===== src/hdl/scp_pkg.sv =====
// Shared types and codes for the synchronization counter pool.
`timescale 1ns / 1ps
`default_nettype none
package scp_pkg;

   // Operation codes of a request.
   localparam logic [1:0] OP_ACQUIRE = 2'd0;
   localparam logic [1:0] OP_ADD     = 2'd1;
   localparam logic [1:0] OP_DEC     = 2'd2;
   localparam logic [1:0] OP_FREE    = 2'd3;

   // Result kinds.
   localparam logic [3:0] KIND_ACQUIRED  = 4'd0;
   localparam logic [3:0] KIND_NONE_FREE = 4'd1;
   localparam logic [3:0] KIND_BAD_VALUE = 4'd2;
   localparam logic [3:0] KIND_BAD_ID    = 4'd3;
   localparam logic [3:0] KIND_RELEASED  = 4'd4;
   localparam logic [3:0] KIND_QUEUED    = 4'd5;
   localparam logic [3:0] KIND_VALUE     = 4'd6;
   localparam logic [3:0] KIND_UNDERFLOW = 4'd7;
   localparam logic [3:0] KIND_FREED     = 4'd8;
   localparam logic [3:0] KIND_WAIT_FULL = 4'd9;
   localparam logic [3:0] KIND_FREE_FULL = 4'd10;

   // Most negative count; a decrement leaves it unchanged.
   localparam logic [31:0] MIN_COUNT = 32'h8000_0000;

   typedef struct packed {
      logic [1:0]  operation;
      logic [15:0] counter_id;
      logic [31:0] initial_value;
      logic [31:0] job_handle;
   } req_type;

   typedef struct packed {
      logic [3:0]  kind;
      logic [15:0] result_id;
      logic [30:0] count_value;
      logic [31:0] released_job;
      logic        last;
   } rsp_type;

   // Commands from the controller to the datapath.
   typedef struct packed {
      logic clear;
      logic accept;
      logic lookup;
      logic exec;
      logic drain_rd;
      logic drain_emit;
      logic final_emit;
   } cmd_type;

   // Status from the datapath to the controller.
   typedef struct packed {
      logic clear_done;
      logic out_free;
      logic need_drain;
      logic drain_last;
   } status_type;

endpackage
`default_nettype wire


===== src/hdl/scp_ctrl.sv =====
// Controller state machine of the synchronization counter pool.
`timescale 1ns / 1ps
`default_nettype none
module scp_ctrl (
   input  wire logic               clock,
   input  wire logic               reset,
   input  wire logic               req_valid,
   output logic                    req_ready,
   input  wire scp_pkg::status_type status,
   output scp_pkg::cmd_type        cmd
);
   import scp_pkg::*;

   typedef enum logic [2:0] {
      ST_CLEAR,
      ST_IDLE,
      ST_LOOKUP,
      ST_EXEC,
      ST_DRAIN_RD,
      ST_DRAIN_OUT,
      ST_FINAL
   } state_type;

   state_type state_ff, state_in;

   // State register.
   always_ff @(posedge clock) begin
      if (reset) begin
         state_ff <= ST_CLEAR;
      end else begin
         state_ff <= state_in;
      end
   end

   assign req_ready = (state_ff == ST_IDLE);

   // Next state and commands.
   always_comb begin
      state_in = state_ff;
      cmd      = '0;
      unique case (state_ff)
         ST_CLEAR: begin
            cmd.clear = 1'b1;
            if (status.clear_done) begin
               state_in = ST_IDLE;
            end
         end
         ST_IDLE: begin
            if (req_valid) begin
               cmd.accept = 1'b1;
               state_in   = ST_LOOKUP;
            end
         end
         ST_LOOKUP: begin
            cmd.lookup = 1'b1;
            state_in   = ST_EXEC;
         end
         ST_EXEC: begin
            if (status.out_free) begin
               cmd.exec = 1'b1;
               state_in = status.need_drain ? ST_DRAIN_RD : ST_IDLE;
            end
         end
         ST_DRAIN_RD: begin
            cmd.drain_rd = 1'b1;
            state_in     = ST_DRAIN_OUT;
         end
         ST_DRAIN_OUT: begin
            if (status.out_free) begin
               cmd.drain_emit = 1'b1;
               state_in       = status.drain_last ? ST_FINAL : ST_DRAIN_RD;
            end
         end
         ST_FINAL: begin
            if (status.out_free) begin
               cmd.final_emit = 1'b1;
               state_in       = ST_IDLE;
            end
         end
         default: begin
            state_in = ST_CLEAR;
         end
      endcase
   end

endmodule
`default_nettype wire


===== config.mk =====
export PLATFORM = sky130hd
export DESIGN_NAME = scp_ctrl
export DESIGN_NICKNAME = d
export VERILOG_FILES = /design/src/hdl/scp_pkg.sv /design/src/hdl/scp_ctrl.sv
export SDC_FILE = /design/constraint.sdc
export NUM_CORES = 1
export LEC_CHECK = 0
export BUFFER_PORTS_ARGS = -buffer_cell sky130_fd_sc_hd__clkbuf_2
export CAP_MARGIN = 20
export CORE_AREA = 3 3 40 42
export DETAILED_ROUTE_END_ITERATION = 12
export DIE_AREA = 0 0 43 45
export PLACE_DENSITY = 0.46
export SLEW_MARGIN = 20
export SYNTH_ARGS = -nofsm -noshare
export SYNTH_HDL_FRONTEND = slang
export SYNTH_SLANG_ARGS = --single-unit
export TNS_END_PERCENT = 100

===== constraint.sdc =====
create_clock -name clock -period 2.4 [get_ports clock]
set_input_delay 0.12 -clock clock [delete_from_list [all_inputs] [get_ports clock]]
set_output_delay 0.12 -clock clock [all_outputs]
set_load 0.02 [all_outputs]

==> flow_metrics.py <==
metrics = {
    "outcome": {
        "status": "completed",
    },
    "detailed_routing": {
        "detail-route-antenna-nets": 0,
        "drc": 0,
        "vias": 294,
        "drtPass1Iterations": 2,
        "via_per_inst": 4.455,
        "drt_iter0_markers": 2,
        "wl_per_cell_um": 9.742,
        "finalWirelength_um": 643,
    },
    "power": {
        "p_comb_share_pct": 25.1,
        "ir_drop_v": 0.0001983,
        "p_total_w": 0.0002045,
        "internal-power_w": 0.0001400,
        "p_leak_nw": 0.1697,
        "p_clk_share_pct": 43.1,
        "seqPwrFrac_pct": 31.8,
        "netSwitchingPower_w": 0.00006442,
        "power_density_nw_per_um2": 563.5,
        "swShare_pct": 31.51,
    },
    "placed_design": {
        "place_ws_ps": 1241,
        "place.gp.congestion": 0.6244,
        "dp_hpwl_um": 474.7,
        "io_buffers": 14,
    },
    "clocking": {
        "post-cts-setup-buffer-count": 0,
        "cts_inserted_buffers": 3,
        "cts_sinks": 3,
        "cts_buffer_depth": 2,
        "cts_tree": "done",
        "path_clk_slew_ps": 40,
        "clk_latency_ps": 230,
        "cts_resized": 0,
        "htree_levels": 1,
        "cts.hold.buffers_added": 0,
        "root_buffer": "clkbuf_4",
    },
    "floorplan": {
        "core-area_um2": 1285,
        "die_w_um": 43,
        "chipHeight_um": 45,
        "fp.dieArea_um2": 1935,
        "row_count": 13,
        "initial_utilization_pct": 21.32,
        "io-pin-count": 15,
    },
    "synthesis": {
        "yosysSeqAreaShare_pct": 21.92,
        "yosys.area.top_type": "dfxtp_1",
        "synth.distinct_cells": 19,
        "syn_nets": 44,
        "ys_seq_elements": 3,
        "synth_area_um2": 274.0,
        "synth_area_leaders": "dfxtp_1, nor3b_2, o21ai_0",
        "postSynthAreaPerCell_um2": 7.406,
        "synth_top_area_share_pct": 21.92,
        "synth.yosys.warnings": 0,
        "synthCells": 37,
    },
    "finish": {
        "largest_registers": "state_ff x3",
        "final_cell_mix": "clkbuf_2, nor2_1, o21ai_0",
        "fillers": 157,
        "largest_reg_flops": 3,
        "regMostFlops": "state_ff",
        "drive_above_1_share_pct": 39.22,
        "nNetsFinal": 59,
        "seq_area_um2": 60.06,
        "multiInputGateArea_um2": 187.7,
        "area_growth_pct": 32.42,
        "num_antenna_cells": 0,
        "final_util_pct": 28.24,
        "final_common_cell": "clkbuf_2",
    },
    "worst_setup_path": {
        "worstPathMaxFanout": 12,
        "cp-end-kind": "primary output",
        "worstPathArrival_ps": 1280,
        "start_kind": "register",
        "crit_required_ps": 2280,
        "crit_type": "register to primary output",
    },
    "sta": {
        "drv_slew": 0,
        "grt_setup_unrepaired": "false",
        "final_hold_viol_count": 0,
        "fin_worst_skew_ps": 0.7790,
        "final.period_utilization_pct": 58.15,
        "max_freq_mhz": 716.5,
        "setup_viol_count_final": 0,
        "fin_crit_ps": 1396,
        "relSlewSlack_pct": 75.81,
        "timing.final.ws_setup_ps": 1004,
        "max_slew.worst_pin.slew_ps": 362.4,
        "fin_tns_setup_ps": 0,
    },
    "grt": {
        "grt_pass1_vias": 277,
        "grt_max_degree": 14,
        "grt_pass1_wl_um": 1152,
        "grtUsageTotal_pct": 8.160,
        "overflow": 0,
        "antenna_found_initial": 0,
    },
    "hold_path": {
        "hold_class": "primary input to register",
    },
    "run": {
        "drv_cap": 0,
    },
}
cell usage after synthesis:
library cell / number
a21o_1: 1
a2bb2oi_1: 1
and2_1: 1
and4b_1: 1
buf_2: 3
buf_6: 1
dfxtp_1: 3
maj3_2: 1
nand2_1: 3
nand2b_1: 3
nand3_1: 3
nand3b_1: 1
nor2_1: 5
nor3_1: 1
nor3b_1: 1
nor3b_2: 2
o21ai_0: 4
o32ai_1: 1
or3_1: 1
power by group through the flow:
stage | clock network (W) | registers, W | logic, W
3_3_place_gp | 0 | 0.0000665 | 0.0000521
2_1_floorplan | 0 | 0.0000571 | 0.0000459
6_report | 0.0000882 | 0.0000650 | 0.0000513
4_1_cts | 0.0000945 | 0.0000649 | 0.0000522
5_1_grt | 0.0000948 | 0.0000667 | 0.0000586
3_5_place_dp | 0 | 0.0000656 | 0.0000520
worst max-delay path: stages, from the launching register on:
cell and delay, ps:
dfxtp_1 500, nor3b_2 240, and2_1 140, clkbuf_2 160
area by class of cell:
class | instances | share of cell area, %
Sequential cell | 3 | 16.55
Tap cell | 15 | 5.172
Timing Repair Buffer | 14 | 19.31
Multi-Input combinational cell | 30 | 51.72
Clock buffer | 4 | 7.241
cell families (layout without fill, tap and decap cells):
family	count (synthesis)	after routing	synth area share (%)
AOI/OAI and AO/OA	7	7	16.44
adders and majority gates	1	1	4.109
buffers and inverters	4	18	9.587
DFF	3	3	21.92
and+or+nand+nor	22	22	47.95
metal layers:
metal	part of all wire, %	track usage (%)
met4	2.6	7.229
met3	6.1	1.195
met2	46	11.68
met5	0	0
met1	45	10.60
path summary, 6_finish.rpt:
check,from,endpoint,slack [ps],depth (start not counted)
max,state_ff[0],cmd[5],1000,3
min,reset,state_ff[2],130,2
min reg2reg,state_ff[0],state_ff[0],650,2
max reg2reg,state_ff[2],state_ff[0],1300,3
stage by stage:
step | hold slack, ps | cells | instance area (um2)
6_report | 129.9 | 66 | 362.8
5_1_grt | 165.8 | 66 | 362.8
4_1_cts | 122.6 | 66 | 362.8
3_5_place_dp | 374.9 | 62 | 336.6
3_3_place_gp | 379.1 | 62 | 336.6
2_1_floorplan | 192.4 | 37 | 274.0
Power figures use the tool's default switching activity.
